<file path="config.mk">
export PLATFORM = sky130hd
export DESIGN_NAME = software_timer_bank_top
export DESIGN_NICKNAME = d
export VERILOG_FILES = /design/src/hdl/stb_pkg.sv /design/src/hdl/stb_ram.sv /design/src/hdl/stb_ctrl.sv /design/src/hdl/stb_dp.sv /design/src/hdl/software_timer_bank_top.sv
export SDC_FILE = /design/constraint.sdc
export NUM_CORES = 1
export LEC_CHECK = 0
export BUFFER_PORTS_ARGS = -buffer_cell sky130_fd_sc_hd__buf_2
export CELL_PAD_IN_SITES_DETAIL_PLACEMENT = 2
export CELL_PAD_IN_SITES_GLOBAL_PLACEMENT = 2
export CORE_AREA = 2 2 333 335
export DETAILED_ROUTE_END_ITERATION = 6
export DIE_AREA = 0 0 335 337
export GPL_TIMING_DRIVEN = 0
export PLACE_DENSITY_LB_ADDON = 0.1
export SYNTH_ARGS = -nofsm -noshare
export SYNTH_HDL_FRONTEND = slang
export SYNTH_SLANG_ARGS = --single-unit
</file>
<file path="constraint.sdc">
create_clock -name clk_i -period 7 [get_ports clk_i]
set_input_delay 0 -clock clk_i [delete_from_list [all_inputs] [get_ports clk_i]]
set_output_delay 0 -clock clk_i [all_outputs]
set_load 0.01 [all_outputs]
</file>
<file path="src/hdl/stb_pkg.sv">
// Shared types and constants for the software timer bank.
// Used by every module of the block but stb_ram; depends on nothing else.
package stb_pkg;

  // Default sizes of the bank.
  localparam int NUM_SLOTS_DEF  = 16;
  localparam int TICK_WIDTH_DEF = 32;

  // Fixed field widths of the stream words.
  localparam int SLOT_W      = 4;
  localparam int PERIOD_W    = 32;
  localparam int NOW_W       = 32;
  localparam int MODE_W      = 2;
  localparam int KIND_W      = 2;
  localparam int IN_TDATA_W  = 40;
  localparam int OUT_TDATA_W = 40;

  // At most this many fired results are reported for one tick.
  localparam int MAX_RESULTS = 16;
  localparam int RES_CNT_W   = $clog2(MAX_RESULTS + 1);

  typedef enum logic [MODE_W-1:0] {
    MODE_TICK   = 2'd0,
    MODE_ADD    = 2'd1,
    MODE_REMOVE = 2'd2,
    MODE_NONE   = 2'd3
  } mode_e;

  typedef enum logic [KIND_W-1:0] {
    KIND_ADD_ACK = 2'd0,
    KIND_REM_ACK = 2'd1,
    KIND_NO_FIRE = 2'd2,
    KIND_FIRED   = 2'd3
  } kind_e;

  // Commands from the controller to the datapath.
  typedef struct packed {
    logic accept;  // an input word is taken this cycle
    logic ack;     // deliver the add or remove acknowledge
    logic scan;    // step the slot scan
    logic fin;     // deliver the closing result of a tick
  } dp_cmd_t;

  // Status from the datapath to the controller.
  typedef struct packed {
    logic out_free;   // output register can take a word this cycle
    logic scan_done;  // every slot has been visited
  } dp_sts_t;

endpackage

</file>
<file path="src/hdl/stb_ram.sv">
// Generic single-write, single-read RAM with registered read data.
// Standalone; used for the per-slot period and expiry store.
module stb_ram #(
  parameter int Width = 64,
  parameter int Depth = 16
) (
  input  logic                                  clk_i,
  input  logic                                  we_i,
  input  logic [((Depth > 1) ? $clog2(Depth) : 1)-1:0] waddr_i,
  input  logic [Width-1:0]                      wdata_i,
  input  logic                                  re_i,
  input  logic [((Depth > 1) ? $clog2(Depth) : 1)-1:0] raddr_i,
  output logic [Width-1:0]                      rdata_o
);

  logic [Width-1:0] mem [Depth];
  logic [Width-1:0] rdata_q;

  always_ff @(posedge clk_i) begin
    if (we_i) begin
      mem[waddr_i] <= wdata_i;
    end
    if (re_i) begin
      rdata_q <= mem[raddr_i];
    end
  end

  assign rdata_o = rdata_q;

endmodule

</file>
<file path="src/hdl/stb_ctrl.sv">
// Controller state machine of the software timer bank.
// Depends on stb_pkg for the command and status structs and the mode codes.
module stb_ctrl import stb_pkg::*; (
  input  logic    clk_i,
  input  logic    rst_ni,
  input  logic    s_valid_i,
  input  mode_e   s_mode_i,
  output logic    s_ready_o,
  input  dp_sts_t sts_i,
  output dp_cmd_t cmd_o
);

  typedef enum logic [3:0] {
    ST_IDLE = 4'b0001,
    ST_ACK  = 4'b0010,
    ST_SCAN = 4'b0100,
    ST_FIN  = 4'b1000
  } state_e;

  state_e state_q, state_d;

  always_comb begin
    state_d    = state_q;
    s_ready_o  = 1'b0;
    cmd_o      = '0;
    case (state_q)
      ST_IDLE: begin
        s_ready_o    = 1'b1;
        cmd_o.accept = s_valid_i;
        if (s_valid_i) begin
          case (s_mode_i)
            MODE_TICK:   state_d = ST_SCAN;
            MODE_ADD:    state_d = ST_ACK;
            MODE_REMOVE: state_d = ST_ACK;
            default:     state_d = ST_IDLE;
          endcase
        end
      end
      ST_ACK: begin
        cmd_o.ack = 1'b1;
        if (sts_i.out_free) begin
          state_d = ST_IDLE;
        end
      end
      ST_SCAN: begin
        cmd_o.scan = 1'b1;
        if (sts_i.scan_done) begin
          state_d = ST_FIN;
        end
      end
      ST_FIN: begin
        cmd_o.fin = 1'b1;
        if (sts_i.out_free) begin
          state_d = ST_IDLE;
        end
      end
      default: begin
        state_d = ST_IDLE;
      end
    endcase
  end

  always_ff @(posedge clk_i or negedge rst_ni) begin
    if (!rst_ni) begin
      state_q <= ST_IDLE;
    end else begin
      state_q <= state_d;
    end
  end

endmodule

</file>
<file path="src/hdl/stb_dp.sv">
// Datapath of the software timer bank: tick counter, slot flags, slot store,
// scan pipeline and output register. Depends on stb_pkg and stb_ram.
module stb_dp import stb_pkg::*; #(
  parameter int NumSlots  = NUM_SLOTS_DEF,
  parameter int TickWidth = TICK_WIDTH_DEF
) (
  input  logic                clk_i,
  input  logic                rst_ni,
  input  dp_cmd_t             cmd_i,
  output dp_sts_t             sts_o,
  input  mode_e               s_mode_i,
  input  logic [SLOT_W-1:0]   s_slot_i,
  input  logic [PERIOD_W-1:0] s_period_i,
  input  logic                s_repeat_i,
  input  logic                m_ready_i,
  output logic                m_valid_o,
  output kind_e               m_kind_o,
  output logic [SLOT_W-1:0]   m_slot_o,
  output logic                m_sched_o,
  output logic [NOW_W-1:0]    m_now_o,
  output logic                m_last_o
);

  localparam int IdxW = (NumSlots > 1) ? $clog2(NumSlots) : 1;
  localparam int CntW = $clog2(NumSlots + 1);
  localparam int RamW = 2 * TickWidth;

  logic [TickWidth-1:0] tick_q;
  logic [NumSlots-1:0]  active_q, repeat_q;
  mode_e                mode_q;

  logic [CntW-1:0]      idx_q;
  logic                 ev_valid_q;
  logic [IdxW-1:0]      ev_idx_q;
  logic                 pend_valid_q;
  logic [IdxW-1:0]      pend_idx_q;
  logic [RES_CNT_W-1:0] res_cnt_q;

  logic                 m_valid_q;
  kind_e                m_kind_q;
  logic [SLOT_W-1:0]    m_slot_q;
  logic                 m_sched_q;
  logic [NOW_W-1:0]     m_now_q;
  logic                 m_last_q;

  logic                 out_free, slot_ok, add_now;
  logic [IdxW-1:0]      in_idx;
  logic [TickWidth-1:0] in_period, ev_period, ev_expiry;
  logic                 ev_fire, ev_report, push_pend, stall, scan_step, issue;
  logic                 push_ack, push_fin;
  logic                 ram_we;
  logic [IdxW-1:0]      ram_waddr;
  logic [RamW-1:0]      ram_wdata, ram_rdata;

  assign out_free  = !m_valid_q || m_ready_i;
  assign slot_ok   = (int'(s_slot_i) < NumSlots);
  assign in_idx    = IdxW'(s_slot_i);
  assign in_period = TickWidth'(s_period_i);
  assign add_now   = cmd_i.accept && (s_mode_i == MODE_ADD) && slot_ok;

  assign ev_period = ram_rdata[RamW-1:TickWidth];
  assign ev_expiry = ram_rdata[TickWidth-1:0];

  // A slot fires when it is armed and its expiry has been reached.
  assign ev_fire   = ev_valid_q && active_q[ev_idx_q] && (ev_expiry <= tick_q);
  assign ev_report = (res_cnt_q < RES_CNT_W'(MAX_RESULTS));
  // The held fire goes out only once a later one proves it is not the last.
  assign push_pend = ev_fire && ev_report && pend_valid_q;
  assign stall     = push_pend && !out_free;
  assign scan_step = cmd_i.scan && !stall;
  assign issue     = scan_step && (idx_q < CntW'(NumSlots));

  assign push_ack  = cmd_i.ack && out_free;
  assign push_fin  = cmd_i.fin && out_free;

  assign sts_o.out_free  = out_free;
  assign sts_o.scan_done = (idx_q == CntW'(NumSlots)) && !ev_valid_q;

  always_comb begin
    ram_we    = add_now || (scan_step && ev_fire && repeat_q[ev_idx_q]);
    ram_waddr = ev_idx_q;
    ram_wdata = {ev_period, tick_q + ev_period};
    if (cmd_i.accept) begin
      ram_waddr = in_idx;
      ram_wdata = {in_period, tick_q + in_period};
    end
  end

  stb_ram #(
    .Width (RamW),
    .Depth (NumSlots)
  ) u_slot_ram (
    .clk_i   (clk_i),
    .we_i    (ram_we),
    .waddr_i (ram_waddr),
    .wdata_i (ram_wdata),
    .re_i    (issue),
    .raddr_i (idx_q[IdxW-1:0]),
    .rdata_o (ram_rdata)
  );

  always_ff @(posedge clk_i or negedge rst_ni) begin
    if (!rst_ni) begin
      tick_q       <= '0;
      active_q     <= '0;
      repeat_q     <= '0;
      mode_q       <= MODE_TICK;
      idx_q        <= '0;
      ev_valid_q   <= 1'b0;
      ev_idx_q     <= '0;
      pend_valid_q <= 1'b0;
      pend_idx_q   <= '0;
      res_cnt_q    <= '0;
    end else begin
      if (cmd_i.accept) begin
        mode_q <= s_mode_i;
        case (s_mode_i)
          MODE_TICK: begin
            tick_q       <= tick_q + TickWidth'(1);
            idx_q        <= '0;
            ev_valid_q   <= 1'b0;
            pend_valid_q <= 1'b0;
            res_cnt_q    <= '0;
          end
          MODE_ADD: begin
            if (slot_ok) begin
              active_q[in_idx] <= 1'b1;
              repeat_q[in_idx] <= s_repeat_i;
            end
          end
          MODE_REMOVE: begin
            if (slot_ok) begin
              active_q[in_idx] <= 1'b0;
            end
          end
          default: begin
          end
        endcase
      end
      if (scan_step) begin
        if (ev_fire && !repeat_q[ev_idx_q]) begin
          active_q[ev_idx_q] <= 1'b0;
        end
        if (ev_fire && ev_report) begin
          pend_valid_q <= 1'b1;
          pend_idx_q   <= ev_idx_q;
          res_cnt_q    <= res_cnt_q + RES_CNT_W'(1);
        end
        ev_valid_q <= issue;
        if (issue) begin
          ev_idx_q <= idx_q[IdxW-1:0];
          idx_q    <= idx_q + CntW'(1);
        end
      end
    end
  end

  // Output register.
  always_ff @(posedge clk_i or negedge rst_ni) begin
    if (!rst_ni) begin
      m_valid_q <= 1'b0;
    end else if (push_ack || push_fin || (scan_step && push_pend)) begin
      m_valid_q <= 1'b1;
    end else if (m_ready_i) begin
      m_valid_q <= 1'b0;
    end
  end

  always_ff @(posedge clk_i) begin
    if (push_ack || push_fin || (scan_step && push_pend)) begin
      m_now_q <= NOW_W'(tick_q);
    end
    if (push_ack) begin
      m_kind_q  <= (mode_q == MODE_ADD) ? KIND_ADD_ACK : KIND_REM_ACK;
      m_slot_q  <= '0;
      m_sched_q <= 1'b0;
      m_last_q  <= 1'b1;
    end else if (scan_step && push_pend) begin
      m_kind_q  <= KIND_FIRED;
      m_slot_q  <= SLOT_W'(pend_idx_q);
      m_sched_q <= 1'b1;
      m_last_q  <= 1'b0;
    end else if (push_fin) begin
      m_kind_q  <= pend_valid_q ? KIND_FIRED : KIND_NO_FIRE;
      m_slot_q  <= pend_valid_q ? SLOT_W'(pend_idx_q) : '0;
      m_sched_q <= pend_valid_q;
      m_last_q  <= 1'b1;
    end
  end

  assign m_valid_o = m_valid_q;
  assign m_kind_o  = m_kind_q;
  assign m_slot_o  = m_slot_q;
  assign m_sched_o = m_sched_q;
  assign m_now_o   = m_now_q;
  assign m_last_o  = m_last_q;

endmodule

</file>
<file path="src/hdl/software_timer_bank_top.sv">
// Top level of the software timer bank: stream ports, word packing, and
// the controller and datapath instances. Depends on stb_pkg, stb_ctrl, stb_dp.
//
// The block keeps NumSlots timer slots and a free-running tick counter of
// TickWidth bits. Commands arrive on the slave stream; tuser carries the mode
// (tick, add, remove, or an ignored code). An add arms or restarts a slot at
// the current tick plus its period, one-shot or repeating; a remove disarms it.
// Each add or remove returns one acknowledge word.
// A tick advances the counter and then visits every slot, one per cycle
// while no fired word waits on a full output register, from a dual-ported
// slot store with registered read. Its closing word leaves once the scan is
// done, and the next command can be taken once that word has entered the
// output register. Every expired slot yields a fired word (up to 16 per tick),
// the last one carrying tlast; a tick with no expiry yields a single no-fire
// word. One command is worked on at a time; tready is high only while the
// controller waits for a new word. The result sits in an output register, so a
// stalled receiver just holds the scan on the next fire; no word is lost.
// Reset clears the counter and all slot flags; the slot store itself needs
// no clearing because a slot's period and expiry are used only once armed.
module software_timer_bank_top import stb_pkg::*; #(
  parameter int NumSlots  = NUM_SLOTS_DEF,
  parameter int TickWidth = TICK_WIDTH_DEF
) (
  input  logic                   clk_i,
  input  logic                   rst_ni,
  input  logic                   s_axis_tvalid_i,
  output logic                   s_axis_tready_o,
  // [3:0] slot, [35:4] period, [36] repeat_req, [39:37] zero
  input  logic [IN_TDATA_W-1:0]  s_axis_tdata_i,
  // [1:0] mode
  input  logic [MODE_W-1:0]      s_axis_tuser_i,
  output logic                   m_axis_tvalid_o,
  input  logic                   m_axis_tready_i,
  // [3:0] fired_slot, [4] sched_flag, [36:5] now_tick, [39:37] zero
  output logic [OUT_TDATA_W-1:0] m_axis_tdata_o,
  // [1:0] kind
  output logic [KIND_W-1:0]      m_axis_tuser_o,
  output logic                   m_axis_tlast_o
);

  dp_cmd_t           cmd;
  dp_sts_t           sts;
  mode_e             s_mode;
  kind_e             m_kind;
  logic [SLOT_W-1:0] m_slot;
  logic              m_sched;
  logic [NOW_W-1:0]  m_now;

  assign s_mode = mode_e'(s_axis_tuser_i);

  stb_ctrl u_ctrl (
    .clk_i     (clk_i),
    .rst_ni    (rst_ni),
    .s_valid_i (s_axis_tvalid_i),
    .s_mode_i  (s_mode),
    .s_ready_o (s_axis_tready_o),
    .sts_i     (sts),
    .cmd_o     (cmd)
  );

  stb_dp #(
    .NumSlots  (NumSlots),
    .TickWidth (TickWidth)
  ) u_dp (
    .clk_i      (clk_i),
    .rst_ni     (rst_ni),
    .cmd_i      (cmd),
    .sts_o      (sts),
    .s_mode_i   (s_mode),
    .s_slot_i   (s_axis_tdata_i[SLOT_W-1:0]),
    .s_period_i (s_axis_tdata_i[SLOT_W+PERIOD_W-1:SLOT_W]),
    .s_repeat_i (s_axis_tdata_i[SLOT_W+PERIOD_W]),
    .m_ready_i  (m_axis_tready_i),
    .m_valid_o  (m_axis_tvalid_o),
    .m_kind_o   (m_kind),
    .m_slot_o   (m_slot),
    .m_sched_o  (m_sched),
    .m_now_o    (m_now),
    .m_last_o   (m_axis_tlast_o)
  );

  // Pack the result word, lowest field first, zero fill to whole bytes.
  assign m_axis_tdata_o = {
    (OUT_TDATA_W - SLOT_W - 1 - NOW_W)'(0), m_now, m_sched, m_slot
  };
  assign m_axis_tuser_o = m_kind;

endmodule

</file>
* Yosys cells after proc, flatten, opt, wreduce, memory -nomap -nowiden
Memories as Yosys holds them, arrays and structs flattened. A register that Yosys moved wholly into a read port is not among the register bits.
Cells that the tools add are included.
Widths: inputs -> output; s select.
** Word-level totals
- Flip-flop bits (word level) :: 131
- Word-level logic and storage cells :: 142
- Bits in writable memories :: 1024
- Bits in latches :: 0
- Output and inout port bits :: 45
- Memories :: 1
- Memory bits (read-only) :: 0
** Memories
- u_dp.u_slot_ram.mem :: depth 16, width 64, read ports 1, clocked after memory_dff 1, wr ports 1, RTL line stb_ram.sv:16 : logic [Width-1:0] mem [Depth];
** Operators by class
- Mux-type cells :: 56
- $lt $le $gt $ge :: 7
- Bitwise gates (word level) :: 5
- Div/mod/pow operators :: 0
- Equal/unequal tests :: 11
- Multiply operators :: 0
- Shifts and indexed selects :: 0
- Reduce and logical (&&, ||, !) cells :: 40
- Add/subtract/negate cells :: 5
** Operators with widths (number)
- $add 32x32->32 :: 2
- $mux 64 :: 1
- $mux 16 :: 3
- $mux 5 :: 8
- $add 32x1->32 const B :: 1
- $and 16x16->16 :: 2
- $le 32x32->1 :: 1
- $not 16->16 :: 2
- $pmux 16 s2 :: 1
- $mux 4 :: 7
- $mux 1 :: 26
- $logic_and 1x1->1 :: 17
- $bwmux 16 :: 1
- $or 16x16->16 :: 1
- $pmux 4 s3 :: 1
- $add 5x1->5 const B :: 2
- $lt 4x5->1 const B :: 2
- $lt 5x5->1 const B :: 2
- $reduce_and 2->1 :: 5
- $bmux 1 s4 :: 2
- $demux 1 s4 :: 2
- $ge 4x1->1 const B :: 2
- $reduce_bool 2->1 :: 4
- $mux 2 :: 3
- 16 further kinds :: 26

* Longest topological paths before layout
Gate-level depths: netlist (run 1).
- Depth after elaboration :: 14
- Gate-level depth with buffers :: 16
- Depth with buffers taken out :: 15

* Cells and area by module
Synthesis (run 1) repeated with hierarchy kept, for this count alone.
** Second synthesis, totals
- Cell total of the unflattened synthesis :: 2507
- Area total of the unflattened synthesis :: 48945.7 sq um
** Modules (own cells, without submodules)
- stb_ram :: area each 40222.3 sq um, cells each 1647, instances 1, sequential area each 32671.3 sq um
- stb_dp :: area each 8348.0 sq um, cells each 821, instances 1, sequential area each 3318.2 sq um
- stb_ctrl :: area each 341.6 sq um, cells each 34, instances 1, sequential area each 101.3 sq um
- software_timer_bank_top :: area each 33.8 sq um, cells each 5, instances 1, sequential area each 0.0 sq um

* Least setup slack after synthesis (run 1)
Ideal clock, no wire load.
- Path kind :: register -> register
- Start :: register u_dp.tick_q[27]
- End :: memory u_dp.u_slot_ram.mem[0][0] (enable)
- Data required time :: 6.435 ns
- Setup slack :: -0.467 ns
- Buffers on the path :: 1
- Arrival time :: 6.902 ns
- Stages on the path, launching flop included :: 12
- Cells stage by stage :: dfrtp_1 > inv_1 > ha_1 > a21oi_1 > o21ai_0 > a221o_1 > o41a_1 > or3_4 > nand2_1 > a31oi_1 > buf_2 > nor3_1
** Between the ends
- Cells in the longest elaborated chain, start to end :: 12
** Ends and longest elaborated chain
- start: declaration :: RTL line stb_dp.sv:28 : logic [TickWidth-1:0] tick_q;
- start signal: assignment :: RTL line stb_dp.sv:119 : tick_q <= tick_q + TickWidth'(1);
- $le 32x32->1 (*) :: RTL line stb_dp.sv:65 : assign ev_fire = ev_valid_q && active_q[ev_idx_q] && (ev_expiry <= tick_q);
- $logic_and 1x1->1 (*) :: RTL line stb_dp.sv:65
- $logic_and 1x1->1 (2 in series) :: RTL line stb_dp.sv:68 : assign push_pend = ev_fire && ev_report && pend_valid_q;
- $logic_and 1x1->1 :: RTL line stb_dp.sv:69 : assign stall = push_pend && !out_free;
- $logic_not 1->1 :: RTL line stb_dp.sv:70 : assign scan_step = cmd_i.scan && !stall;
- $logic_and 1x1->1 :: RTL line stb_dp.sv:70
- $logic_and 1x1->1 (*) (2 in series) :: RTL line stb_dp.sv:80 : ram_we = add_now || (scan_step && ev_fire && repeat_q[ev_idx_q]);
- $logic_or 1x1->1 (*) :: RTL line stb_dp.sv:80
- $mux 1 (*) :: RTL line stb_ram.sv:20 : if (we_i) begin
- $mux 1 (not written as such) (*) :: RTL line stb_ram.sv:21 : mem[waddr_i] <= wdata_i;
- end: declaration :: RTL line stb_ram.sv:16
Every way passes the cells marked *; elsewhere a longest branch is shown, timed or not.

* Final worst setup path (run 1)
- Start :: register u_ctrl.state_q[0]
- End :: memory u_dp.u_slot_ram.mem[1][31] (data pin)
** Between the ends
- Cells in the longest elaborated chain, start to end :: 3
** Ends and longest elaborated chain
- start: declaration :: RTL line stb_ctrl.sv:20 : state_e state_q, state_d;
- start signal: assignment :: RTL line stb_ctrl.sv:67 : state_q <= state_d;
- $eq 4x1->1 :: RTL line stb_ctrl.sv:26 : case (state_q)
- $mux 1 :: RTL line stb_ctrl.sv:26
- $mux 64 :: RTL line stb_dp.sv:83 : if (cmd_i.accept) begin
- named net u_dp.ram_wdata[31] :: RTL line stb_dp.sv:53 : logic [RamW-1:0] ram_wdata, ram_rdata;
The timed path passes the listed nets, and every way through them passes these cells.

==> results.md, run 1 <==
* Share of cells above drive strength 1 at 0.312
* Cell count of the worst reg-to-reg path at 15
* Total Die Area at 113,000 µm²
* Critical Path End Type: flip-flop
* Leak pwr at 19.0 nW
* Yosys warning total at 0
* Largest net degree at the start of global routing at 50
* Critical Path Start Type: flip-flop
* DRC at 0
* Number of clock sinks seen by CTS at 1,219
* Detail-routed via count per cell at 6.14
* Critical path arrival at 7.24 ns
* Run status: completed
* Final cycle utilization of the critical path at 0.967
* Via count of the first global-routing pass at 29,000
* Cell area after technology mapping at 48,800 µm²
* Router iterations before antenna repair at 5
* Clock skew after layout at 0.0292 ns
* Required @ worst endpoint at 7.47 ns
* Count of buffer and inverter cells on the critical path at 3
* Synthesized area per cell at 20.7 µm²
* Syn-to-layout area delta at 18.8%
* Power density over the cells at 353 nW/µm²
* Final critical delay including setup and external delays at 6.77 ns
* Htree depth at 4
* Placed wire-length estimate after detailed placement at 107 mm
* Classification of the worst setup path: reg -> reg
* Initial standard-cell utilization of the core at 0.445
* Detailed router's first-iteration violation count at 2,751
* Drt wl/cell at 36.3 µm
* Number of cells produced by synthesis at 2,355
* Main flop type after synthesis: sky130_fd_sc_hd__edfxtp_1
* Slew at the pin closest to its max-slew limit at 1.46 ns
* Number of buffers added on ports at 84
* Global-route wire length before repair at 220 mm
* Cell-by-cell trace of the critical path: or4b_4 -> inv_1 -> nand2_1 -> clkbuf_1 -> mux2i_1 -> inv_1 -> ha_1 -> a21oi_1 -> o211ai_1 -> nand3_1 -> a211oi_1 -> o41ai_2 -> o31ai_1 -> a221oi_1 -> xnor3_1
* Die width at 335 µm
* Commonest cells after routing, fill and taps aside: sky130_fd_sc_hd__edfxtp_1 (1,122), sky130_fd_sc_hd__mux4_2 (329), sky130_fd_sc_hd__clkbuf_16 (139)
* Worst min-delay path class: in -> reg
* Number of routed nets with antenna violations at 0
* Antenna violations before repair at 9
* I/O Pins at 91
* Most common library cell in the layout ignoring fill and taps: sky130_fd_sc_hd__edfxtp_1
* Number of failing hold endpoints at the final stage at 0
* Post-CTS clock slew at the launch and capture registers of the worst setup and hold paths at 0.06 ns
* Cell depth of the worst min-delay path at 2
* CTS tree: yes
* Number of cells on the critical path at 15
* Peak VDD IR at 268 µV
* Number of setup violations in the final report at 0
* Non-filler cells in the finished layout at 4,307
* Cell repeated most along the worst path: sky130_fd_sc_hd__inv_1
* Yosys cell types at 78
* Placer's final routability congestion estimate at 0.811
* Row count at 122
* Max stage delay on crit path at 0.65 ns
* Async set or reset register ratio after synthesis at 0.0747
* Overall track demand over capacity in global routing at 0.282
* FF+latch count, synth at 1,219
* Chip Height at 337 µm
* Overflow after GRT at 0
* Net count of the finished layout at 2,890
* Worst max-slew margin expressed relative to the limit at 0.0216
* Post-synthesis sequential area ratio at 0.739
* Vias after detailed routing at 26,500
* Cell family with most CP delay: compound AO/OA/AOI/OAI gates
* Core region area at 110,000 µm²
* Number of pins exceeding their max-slew limit in the final report at 0
* Library cell contributing the largest single delay on the critical path: sky130_fd_sc_hd__xnor3_1
* Insertion delay of the later-clocked pin in the worst-skew pair at 0.77 ns
* Overall Power at 20.5 mW
* Routed Wire Length at 156 mm
* Max-cap violations at 0
* Final hold slack at 0.0488 ns
* Maximum count of clock buffers along a single path at 3
* Inst Count DP at 4,025
* Maximum clock rate at 0.148 GHz
* Root Driver: sky130_fd_sc_hd__clkbuf_16
* Number of clock buffers inserted by TritonCTS at 136
* Number of enable flip-flop cells after synthesis at 1,122
* Crit Path Max Fanout at 17
[sequential cells by signal, summed over array words and instances, names as in the netlist, 5 cells and up]
| name | cells |
|---|---|
| u_dp.m_now_o | 32 |
| u_dp.res_cnt_q | 5 |
| u_dp.u_slot_ram.mem | 1024 |
| u_dp.tick_q | 32 |
| u_dp.repeat_q | 16 |
| u_dp.active_q | 16 |
| u_dp.idx_q | 5 |
| u_dp.u_slot_ram.rdata_o | 64 |
[per-stage QoR]
stage	instance area (µm²)	TNS (ns)	worst slack, ns	utilization
6_report	58000	0	0.233	0.529
5_1_grt	58000	-0.0702	-0.0138	0.529
4_1_cts	57900	0	0.0654	0.528
3_5_place_dp	53000	0	0.0843	0.483
3_3_place_gp	51000	-8787.11	-8.92	0.466
2_1_floorplan	48800	-404.67	-0.467	-
[logic make-up after synthesis]
kind of cell	after synthesis	synth area share
other	1	0.0000768
AOI/OAI and AO/OA	185	0.0256
adders and majority gates	72	0.0186
DFF	1219	0.739
muxes	388	0.165
and+or+nand+nor	270	0.0276
xor gates and xnor gates	58	0.0107
buffers and inverters	162	0.0130
[cell usage after synthesis (3+ instances only)]
| master | instances | area, µm² |
|---|---|---|
| sky130_fd_sc_hd__a211oi_1 | 3 | 22.5 |
| sky130_fd_sc_hd__a21boi_0 | 4 | 30.0 |
| sky130_fd_sc_hd__a21o_1 | 9 | 67.6 |
| sky130_fd_sc_hd__a21oi_1 | 54 | 270 |
| sky130_fd_sc_hd__a221oi_1 | 18 | 158 |
| sky130_fd_sc_hd__a22o_2 | 4 | 40.0 |
| sky130_fd_sc_hd__a31oi_1 | 9 | 56.3 |
| sky130_fd_sc_hd__and3_1 | 9 | 56.3 |
| sky130_fd_sc_hd__and4_1 | 3 | 26.3 |
| sky130_fd_sc_hd__buf_1 | 24 | 90.1 |
| sky130_fd_sc_hd__buf_2 | 4 | 20.0 |
| sky130_fd_sc_hd__buf_4 | 4 | 30.0 |
| sky130_fd_sc_hd__clkbuf_1 | 69 | 259 |
| sky130_fd_sc_hd__dfrtp_1 | 90 | 2250 |
| sky130_fd_sc_hd__dfxtp_1 | 6 | 120 |
| sky130_fd_sc_hd__edfxtp_1 | 1122 | 33700 |
| sky130_fd_sc_hd__ha_1 | 71 | 888 |
| sky130_fd_sc_hd__inv_1 | 59 | 221 |
| sky130_fd_sc_hd__mux2_2 | 53 | 597 |
| sky130_fd_sc_hd__mux2i_1 | 6 | 60.1 |
| sky130_fd_sc_hd__mux4_2 | 329 | 7410 |
| sky130_fd_sc_hd__nand2_1 | 72 | 270 |
| sky130_fd_sc_hd__nand2b_1 | 8 | 50.1 |
| sky130_fd_sc_hd__nand3_1 | 39 | 195 |
| sky130_fd_sc_hd__nand4_1 | 15 | 93.8 |
| sky130_fd_sc_hd__nor2_1 | 45 | 169 |
| sky130_fd_sc_hd__nor2b_1 | 7 | 43.8 |
| sky130_fd_sc_hd__nor3_1 | 49 | 245 |
| sky130_fd_sc_hd__o211ai_1 | 4 | 30.0 |
| sky130_fd_sc_hd__o21a_1 | 4 | 30.0 |
| sky130_fd_sc_hd__o21ai_0 | 40 | 200 |
| sky130_fd_sc_hd__o21bai_1 | 8 | 60.1 |
| sky130_fd_sc_hd__o22ai_1 | 3 | 18.8 |
| sky130_fd_sc_hd__o31ai_1 | 4 | 30.0 |
| sky130_fd_sc_hd__or2_2 | 4 | 25.0 |
| sky130_fd_sc_hd__xnor2_1 | 46 | 403 |
| sky130_fd_sc_hd__xor2_1 | 11 | 96.3 |
[power by group]
part	switching, mW	internal [mW]	leakage (nW)
Clock	2.99	4.40	2.22
Combinational	2.57	1.62	5.45
Sequential	0.127	8.76	11.3
[layout make-up]
| type | instances | area, µm² |
|---|---|---|
| antenna | 2 | 5.00 |
| buffer | 103 | 423 |
| clock buffer | 176 | 3700 |
| clock inverter | 69 | 853 |
| fill | 9375 | 51600 |
| inverter | 59 | 224 |
| multi-input combinational | 976 | 12300 |
| sequential | 1219 | 36100 |
| tap | 1426 | 1780 |
| timing repair buffer | 277 | 2640 |
[repair_timing]
action,CTS,global route
endpoints found under the hold margin,420,0
hold buffers,34,0
cloned,0,0
setup endpoints to repair,16,128
gates resized for setup,1,13
setup buffers,0,0
[path summary, 6_finish.rpt]
kind	start	end	slack (ns)
worst max-delay path	u_ctrl.state_q[0]	u_dp.u_slot_ram.mem[1][31]	0.23
worst min-delay path	s_axis_tdata_i[21]	u_dp.u_slot_ram.mem[12][49]	0.05
worst max register to register	u_ctrl.state_q[0]	u_dp.u_slot_ram.mem[1][31]	0.23
worst min register to register	u_dp.m_sched_o	u_dp.m_sched_o	0.47
max in group asynchronous	rst_ni	u_dp.tick_q[31]	6.26
min in group asynchronous	rst_ni	u_ctrl.state_q[0]	0.36
[layer usage]
metal,routed length [µm],track usage,vias to the layer above
met5,13,0,-
met4,4370,0.0904,2
met3,9440,0.0536,234
met2,80500,0.488,1047
met1,61900,0.360,14600
li1,-,-,10600
Power figures use the tool's default switching activity.
==> run 2, diff against run 1 <==
==> constraint.sdc (replaced) <==
create_clock -name clk_i -period 7 [get_ports clk_i]
set_input_delay 0 -clock clk_i [delete_from_list [all_inputs] [get_ports clk_i]]
set_output_delay 0 -clock clk_i [all_outputs]
set_load 0.1 [all_outputs]
==> run 2 against run 1 <==
Effect of this change:
- final area fell by 0.25%
- via count rose by 0.12%
- critical endpoint is now u_dp.u_slot_ram.mem[4][31]
- critical path type unchanged
- utilization fell by 0.13 points
- largest power group unchanged
==> results.md, run 2 (synthesis gave the netlist of run 1 again) <==
* Post-CTS clock slew at the launch and capture registers of the worst setup and hold paths at 0.06 ns (about the same)
* Clock skew after layout at 0.0299 ns (was 0.0292 ns)
* Number of failing hold endpoints at the final stage at 0 (unchanged)
* Routed Wire Length at 157 mm (was 156 mm)
* Worst min-delay path startpoint: s_axis_tdata_i[21] (unchanged)
* Number of setup violations in the final report at 0 (unchanged)
* Core region area at 110,000 µm² (unchanged)
* Final critical delay including setup and external delays at 6.63 ns (was 6.77 ns)
* Flip-flop count of the largest register, all copies and words added at 1,024 (unchanged)
* Number of pins exceeding their max-slew limit in the final report at 0 (unchanged)
* Hold-critical path endpoint: u_dp.u_slot_ram.mem[8][49] (was u_dp.u_slot_ram.mem[12][49])
* Portion of total power attributed to the clock network at 0.351 (was 0.361)
* Root Driver: sky130_fd_sc_hd__clkbuf_16 (unchanged)
* Switching Share at 0.285 (was 0.278)
* Htree depth at 4 (unchanged)
* Insertion delay of the later-clocked pin in the worst-skew pair at 0.76 ns (was 0.77 ns)
* Router iterations before antenna repair at 5 (unchanged)
* Via count of the first global-routing pass at 28,900 (was 29,000)
* Net count of the finished layout at 2,881 (was 2,890)
* Max-cap violations at 0 (unchanged)
* Total internal power at 14.5 mW (was 14.8 mW)
* CTS tree: yes (unchanged)
* Crit Path Max Fanout at 17 (unchanged)
* Detail-routed via count per cell at 6.16 (was 6.14)
* Leak pwr at 18.9 nW (was 19.0 nW)
* Run status: completed (unchanged)
* Worst max-slew margin expressed relative to the limit at 0.0720 (was 0.0216)
* Global-route wire length before repair at 222 mm (was 220 mm)
* DRC at 0 (unchanged)
* Peak VDD IR at 208 µV (was 268 µV)
* Setup repair after global routing missed its margin: no
* Antenna violations before repair at 8 (was 9)
* Syn-to-layout area delta at 18.5% (was 18.8%)
* Power density over the cells at 352 nW/µm² (was 353 nW/µm²)
* Area used by sequential logic in the layout at 36,100 µm² (unchanged)
* Die width at 335 µm (unchanged)
* Commonest cells after routing, fill and taps aside: sky130_fd_sc_hd__edfxtp_1 (1,122), sky130_fd_sc_hd__mux4_2 (329), sky130_fd_sc_hd__clkbuf_16 (142) (was sky130_fd_sc_hd__edfxtp_1 (1,122), sky130_fd_sc_hd__mux4_2 (329), sky130_fd_sc_hd__clkbuf_16 (139))
* Worst setup path start: u_ctrl.state_q[0] (unchanged)
* Critical Path Start Type: flip-flop (unchanged)
* Chip Height at 337 µm (unchanged)
* Switching Power at 5.80 mW (was 5.68 mW)
* Initial standard-cell utilization of the core at 0.445 (unchanged)
* Logic pwr share at 0.212 (was 0.205)
* Number of buffers added on ports at 84 (unchanged)
* Cell count of the worst reg-to-reg path at 14 (was 15)
* Number of routed nets with antenna violations at 0 (unchanged)
* Number of fillers in the final layout at 9,358 (was 9,375)
* Setup Total Neg Slack at 0 ns (unchanged)
* Multi-input logic area at 12,300 µm² (about the same)
* Endpoint of the most critical register-to-register path: u_dp.u_slot_ram.mem[4][31] (was u_dp.u_slot_ram.mem[1][31])
* Overall track demand over capacity in global routing at 0.283 (was 0.282)
* Detailed router's first-iteration violation count at 2,865 (was 2,751)
* Cell depth of the worst min-delay path at 2 (unchanged)
* Maximum count of clock buffers along a single path at 3 (unchanged)
* Critical path arrival at 7.09 ns (was 7.24 ns)
* Row count at 122 (unchanged)
* Slew at the pin closest to its max-slew limit at 1.38 ns (was 1.46 ns)
* Number of clock buffers inserted by TritonCTS at 136 (unchanged)
* Total Die Area at 113,000 µm² (unchanged)
* Share of total power in sequential cells at 0.437 (was 0.434)
* Placed wire-length estimate after detailed placement at 108 mm (was 107 mm)
* Area after detailed placement at 53,000 µm² (about the same)
* Largest net degree at the start of global routing at 62 (was 50)
* Share of cells above drive strength 1 at 0.307 (was 0.312)
* Classification of the worst setup path: reg -> reg (unchanged)
* Final cycle utilization of the critical path at 0.947 (was 0.967)
* Register-to-register setup slack at 0.37 ns (was 0.23 ns)
* Final standard cell area without fillers at 57,800 µm² (was 58,000 µm²)
* Worst R2R Start: u_ctrl.state_q[0] (unchanged)
* Maximum clock rate at 0.151 GHz (was 0.148 GHz)
* Overflow after GRT at 0 (unchanged)
* Most common library cell in the layout ignoring fill and taps: sky130_fd_sc_hd__edfxtp_1 (unchanged)
* Placer's final routability congestion estimate at 0.823 (was 0.811)
* Critical Path End Type: flip-flop (unchanged)
* Vias after detailed routing at 26,500 (about the same)
* Drt wl/cell at 36.4 µm (was 36.3 µm)
* Required @ worst endpoint at 7.46 ns (was 7.47 ns)
* I/O Pins at 91 (unchanged)
* Top reg by flops: u_dp.u_slot_ram.mem (unchanged)
* Number of clock sinks seen by CTS at 1,219 (unchanged)
* Worst min-delay path class: in -> reg (unchanged)
[run 2: cell count changes in the layout (fill, tap and decap cells not counted), sizes merged]
cell	delta
dlygate4sd3	+1
clkinvlp	+4
bufinv	-7
clkinv	+6
inv	-3
clkbuf	+1
buf	-9
diode	+1
[run 2: cell type report]
type                            count  area share
Multi-Input combinational cell    976       0.213
Timing Repair Buffer              268      0.0453
Inverter                           59     0.00387
Tap cell                         1426      0.0308
Clock buffer                      178      0.0645
Sequential cell                  1219       0.624
Clock inverter                     69      0.0115
Antenna cell                        3    0.000130
Buffer                            103     0.00723
[run 2: stage by stage]
| step | hold WS, ns | utilization | setup slack, ns | instances | power, mW |
|---|---|---|---|---|---|
| floorplan | -0.296 | - | -0.486 | 2357 | 11.7 |
| global placement | 0.258 | 0.466 | -8.89 | 3867 | 13.0 |
| detailed placement | -0.0171 | 0.483 | 0.112 | 4015 | 13.3 |
| CTS | 0.00128 | 0.527 | 0.0757 | 4297 | 20.5 |
| global route | 0.0322 | 0.528 | 0.0195 | 4299 | 21.0 |
| finish | 0.0240 | 0.528 | 0.368 | 4301 | 20.3 |
[run 2: worst max path at each step]
stage                                             end  cells after the start
final                      u_dp.u_slot_ram.mem[4][31]                     14
after global routing       u_dp.u_slot_ram.mem[6][31]                     14
after detailed placement   u_dp.u_slot_ram.mem[9][30]                     16
after floorplan             u_dp.u_slot_ram.mem[0][0]                      7
after global placement    u_dp.u_slot_ram.mem[15][36]                     11
after CTS                  u_dp.u_slot_ram.mem[9][28]                     16
[run 2: critical path: stages (launching register included)]
cell and delay [ns]:
sky130_fd_sc_hd__dfstp_2 0.57, sky130_fd_sc_hd__or4b_4 0.53, sky130_fd_sc_hd__inv_1 0.19, sky130_fd_sc_hd__nand2_1 0.38, sky130_fd_sc_hd__clkbuf_1 0.59, sky130_fd_sc_hd__mux2_2 0.62, sky130_fd_sc_hd__ha_1 0.48, sky130_fd_sc_hd__nand3_1 0.16
sky130_fd_sc_hd__nor3_1 0.41, sky130_fd_sc_hd__nand3_1 0.22, sky130_fd_sc_hd__a211oi_1 0.49, sky130_fd_sc_hd__o41ai_2 0.23, sky130_fd_sc_hd__o31ai_1 0.54, sky130_fd_sc_hd__a221oi_1 0.23, sky130_fd_sc_hd__xnor3_1 0.65
[run 2: timing repair]
item                       4_1_cts  5_1_grt
gates resized for setup          0        5
buffers inserted                 0        0
hold endpoints to repair       404        0
hold buffers                    35        0
setup endpoints to repair        0       40
[run 2: power groups by stage]
| stage | sequential (mW) | combinational, mW | clock [mW] |
|---|---|---|---|
| detailed placement | 9.04 | 4.28 | 0 |
| global route | 8.90 | 4.57 | 7.49 |
| global placement | 9.05 | 3.97 | 0 |
| CTS | 8.89 | 4.32 | 7.27 |
| floorplan | 9.09 | 2.61 | 0 |
| finish | 8.89 | 4.32 | 7.14 |
[run 2: metal layers]
layer | share of wire | GRT usage
met1 | 0.40 | 0.381
met4 | 0.021 | 0.0671
met5 | 0 | 0
met3 | 0.059 | 0.0374
met2 | 0.52 | 0.491
==> run 3, diff against run 2 <==
--- a/config.mk
+++ b/config.mk
@@ -8,9 +8,10 @@
 export BUFFER_PORTS_ARGS = -buffer_cell sky130_fd_sc_hd__buf_2
 export CELL_PAD_IN_SITES_DETAIL_PLACEMENT = 2
 export CELL_PAD_IN_SITES_GLOBAL_PLACEMENT = 2
-export CORE_AREA = 2 2 333 335
+export CORE_AREA = 2 2 326 328
+export CTS_BUF_LIST = sky130_fd_sc_hd__clkbuf_8
 export DETAILED_ROUTE_END_ITERATION = 6
-export DIE_AREA = 0 0 335 337
+export DIE_AREA = 0 0 328 330
 export GPL_TIMING_DRIVEN = 0
 export PLACE_DENSITY_LB_ADDON = 0.1
 export SYNTH_ARGS = -nofsm -noshare
==> run 3 against run 2 <==
Effect of this change:
- power is 5.6% lower
- first-iteration DRC count is 4.0% higher
- maximum frequency is 0.37% lower
- largest power group unchanged
==> results.md, run 3 (synthesis gave the netlist of run 1 again) <==
* Run status: completed (unchanged)
* Via count of the first global-routing pass at 29,600 (was 28,900)
* Largest net degree at the start of global routing at 50 (was 62)
* Die width at 328 µm (was 335 µm)
* Placed wire-length estimate after detailed placement at 108 mm (about the same)
* Vias after detailed routing at 27,100 (was 26,500)
* Maximum count of clock buffers along a single path at 3 (unchanged)
* Overall Power at 19.2 mW (was 20.3 mW)
* Commonest cells after routing, fill and taps aside: sky130_fd_sc_hd__edfxtp_1 (1,122), sky130_fd_sc_hd__mux4_2 (329), sky130_fd_sc_hd__clkbuf_8 (216) (was sky130_fd_sc_hd__edfxtp_1 (1,122), sky130_fd_sc_hd__mux4_2 (329), sky130_fd_sc_hd__clkbuf_16 (142))
* Chip Height at 330 µm (was 337 µm)
* Total Die Area at 108,000 µm² (was 113,000 µm²)
* Number of routed nets with antenna violations at 0 (unchanged)
* Max stage delay on crit path at 0.61 ns (was 0.65 ns)
* Number of clock buffers inserted by TritonCTS at 199 (was 136)
* Overflow after GRT at 0 (unchanged)
* Power density over the cells at 335 nW/µm² (was 352 nW/µm²)
* Overall track demand over capacity in global routing at 0.299 (was 0.283)
* I/O Pins at 91 (unchanged)
* Maximum clock rate at 0.150 GHz (was 0.151 GHz)
* Insertion delay of the later-clocked pin in the worst-skew pair at 0.91 ns (was 0.76 ns)
* Critical path arrival at 7.26 ns (was 7.09 ns)
* Number of failing hold endpoints at the final stage at 0 (unchanged)
* Final hold slack at 0.141 ns (was 0.0240 ns)
* Placer's final routability congestion estimate at 0.841 (was 0.823)
* DRC at 0 (unchanged)
* Root Driver: sky130_fd_sc_hd__clkbuf_8 (was sky130_fd_sc_hd__clkbuf_16)
* Cell-by-cell trace of the critical path: or4b_4 -> inv_1 -> nand2_1 -> clkbuf_2 -> mux2i_1 -> inv_1 -> ha_1 -> a21oi_1 -> o211ai_1 -> nand3_1 -> a211oi_1 -> o41ai_2 -> o31ai_1 -> a221oi_1 -> xnor3_1 (was or4b_4 -> inv_1 -> nand2_1 -> clkbuf_1 -> mux2_2 -> ha_1 -> nand3_1 -> nor3_1 -> nand3_1 -> a211oi_1 -> o41ai_2 -> o31ai_1 -> a221oi_1 -> xnor3_1)
* Share of cells above drive strength 1 at 0.311 (was 0.307)
* Detailed router's first-iteration violation count at 2,979 (was 2,865)
* Number of pins exceeding their max-slew limit in the final report at 0 (unchanged)
* Number of setup violations in the final report at 0 (unchanged)
* Max-cap violations at 0 (unchanged)
* CTS tree: yes (unchanged)
* Routed Wire Length at 158 mm (was 157 mm)
* Number of setup buffers added after CTS at 0 (unchanged)
* Worst min-delay path class: in -> reg (unchanged)
* Number of buffers added on ports at 84 (unchanged)
* Top reg by flops: u_dp.u_slot_ram.mem (unchanged)
* Detail-routed via count per cell at 6.15 (was 6.16)
* Antenna violations before repair at 8 (unchanged)
* Peak VDD IR at 173 µV (was 208 µV)
* Crit Path Max Fanout at 17 (unchanged)
* Clock skew after layout at 0.0597 ns (was 0.0299 ns)
* Library cell contributing the largest single delay on the critical path: sky130_fd_sc_hd__o31ai_1 (was sky130_fd_sc_hd__xnor3_1)
* Syn-to-layout area delta at 17.3% (was 18.5%)
* Setup repair after global routing missed its margin: no (unchanged)
* Final critical delay including setup and external delays at 6.66 ns (was 6.63 ns)
* Core region area at 105,000 µm² (was 110,000 µm²)
* Net count of the finished layout at 2,957 (was 2,881)
* Cell repeated most along the worst path: sky130_fd_sc_hd__inv_1 (was sky130_fd_sc_hd__nand3_1)
* Final cycle utilization of the critical path at 0.951 (was 0.947)
* Flip-flop count of the largest register, all copies and words added at 1,024 (unchanged)
* Number of clock sinks seen by CTS at 1,219 (unchanged)
* Most common library cell in the layout ignoring fill and taps: sky130_fd_sc_hd__edfxtp_1 (unchanged)
* Leak pwr at 19.0 nW (was 18.9 nW)
* Drt wl/cell at 36.0 µm (was 36.4 µm)
* Htree depth at 4 (unchanged)
* Initial standard-cell utilization of the core at 0.466 (was 0.445)
* Critical Path Start Type: flip-flop (unchanged)
* Worst max-slew margin expressed relative to the limit at 0.0456 (was 0.0720)
* Router iterations before antenna repair at 5 (unchanged)
* Critical Path End Type: flip-flop (unchanged)
* Post-CTS clock slew at the launch and capture registers of the worst setup and hold paths at 0.06 ns (about the same)
* Row count at 119 (was 122)
* Number of fillers in the final layout at 8,777 (was 9,358)
* Classification of the worst setup path: reg -> reg (unchanged)
* Global-route wire length before repair at 225 mm (was 222 mm)
* Required @ worst endpoint at 7.60 ns (was 7.46 ns)
* Slew at the pin closest to its max-slew limit at 1.43 ns (was 1.38 ns)
-- run 3: critical path, delay by kind of cell, from the launching register on --
family	cells	cell delay (ns)
buf+inv	3	1.11
flops	1	0.57
mux	1	0.52
compound gates	6	1.97
xor+xnor	1	0.61
simple gates	3	1.16
fa+ha+maj	1	0.43
-- run 3: timing repair --
item                                    4_1_cts  5_1_grt
endpoints found under the hold margin       650        0
gates resized for setup                       0       12
hold buffers                                 55        0
endpoints found under the setup margin        0      112
-- run 3: final cells by class --
class	count	area, µm²	area share
multi-input cells	976	12300	0.215
diodes	5	12.5	0.000218
inverters	59	224	0.00391
well taps	1391	1740	0.0304
clock inverters	150	737	0.0129
repair buffers	281	2780	0.0485
plain buffers	103	419	0.00732
clock buffers	216	2970	0.0519
flip-flops and latches	1219	36100	0.630
-- run 3: report_power, final --
group          switching (mW)  internal (mW)
combinational            2.73           1.63
sequential              0.129           8.76
clock                    2.98           2.98
total                    5.84           13.4
-- run 3: per-stage QoR --
| stage | worst slack [ns] | cells | area, µm² | setup TNS (ns) | util |
|---|---|---|---|---|---|
| after detailed placement | 0.119 | 3972 | 52900 | 0 | 0.505 |
| after global routing | 0.00142 | 4397 | 57300 | 0 | 0.547 |
| after CTS | 0.100 | 4393 | 57100 | 0 | 0.546 |
| after global placement | -8.24 | 3832 | 51000 | -7573.05 | 0.487 |
| after floorplan | -0.486 | 2357 | 48800 | -428.26 | - |
| final | 0.344 | 4400 | 57300 | 0 | 0.547 |
-- run 3: final timing paths --
kind | startpoint | endpoint | slack, ns | depth (start not counted)
setup reg to reg | u_ctrl.state_q[0] | u_dp.u_slot_ram.mem[13][31] | 0.34 | 15
setup / recovery | u_ctrl.state_q[0] | u_dp.u_slot_ram.mem[13][31] | 0.34 | 15
min in group asynchronous | rst_ni | u_ctrl.state_q[0] | 0.23 | 3
hold / removal | s_axis_tdata_i[2] | u_dp.active_q[12] | 0.14 | 4
hold reg to reg | u_dp.m_sched_o | u_dp.m_sched_o | 0.47 | 1
max in group asynchronous | rst_ni | u_dp.res_cnt_q[4] | 6.45 | 4
-- run 3: routing by layer --
| layer | vias up | global-route usage | routed length, µm |
|---|---|---|---|
| met5 | - | 0 | 0 |
| li1 | 10800 | - | - |
| met2 | 1161 | 0.510 | 80800 |
| met4 | 0 | 0.0899 | 4380 |
| met1 | 14900 | 0.398 | 62900 |
| met3 | 274 | 0.0483 | 10300 |
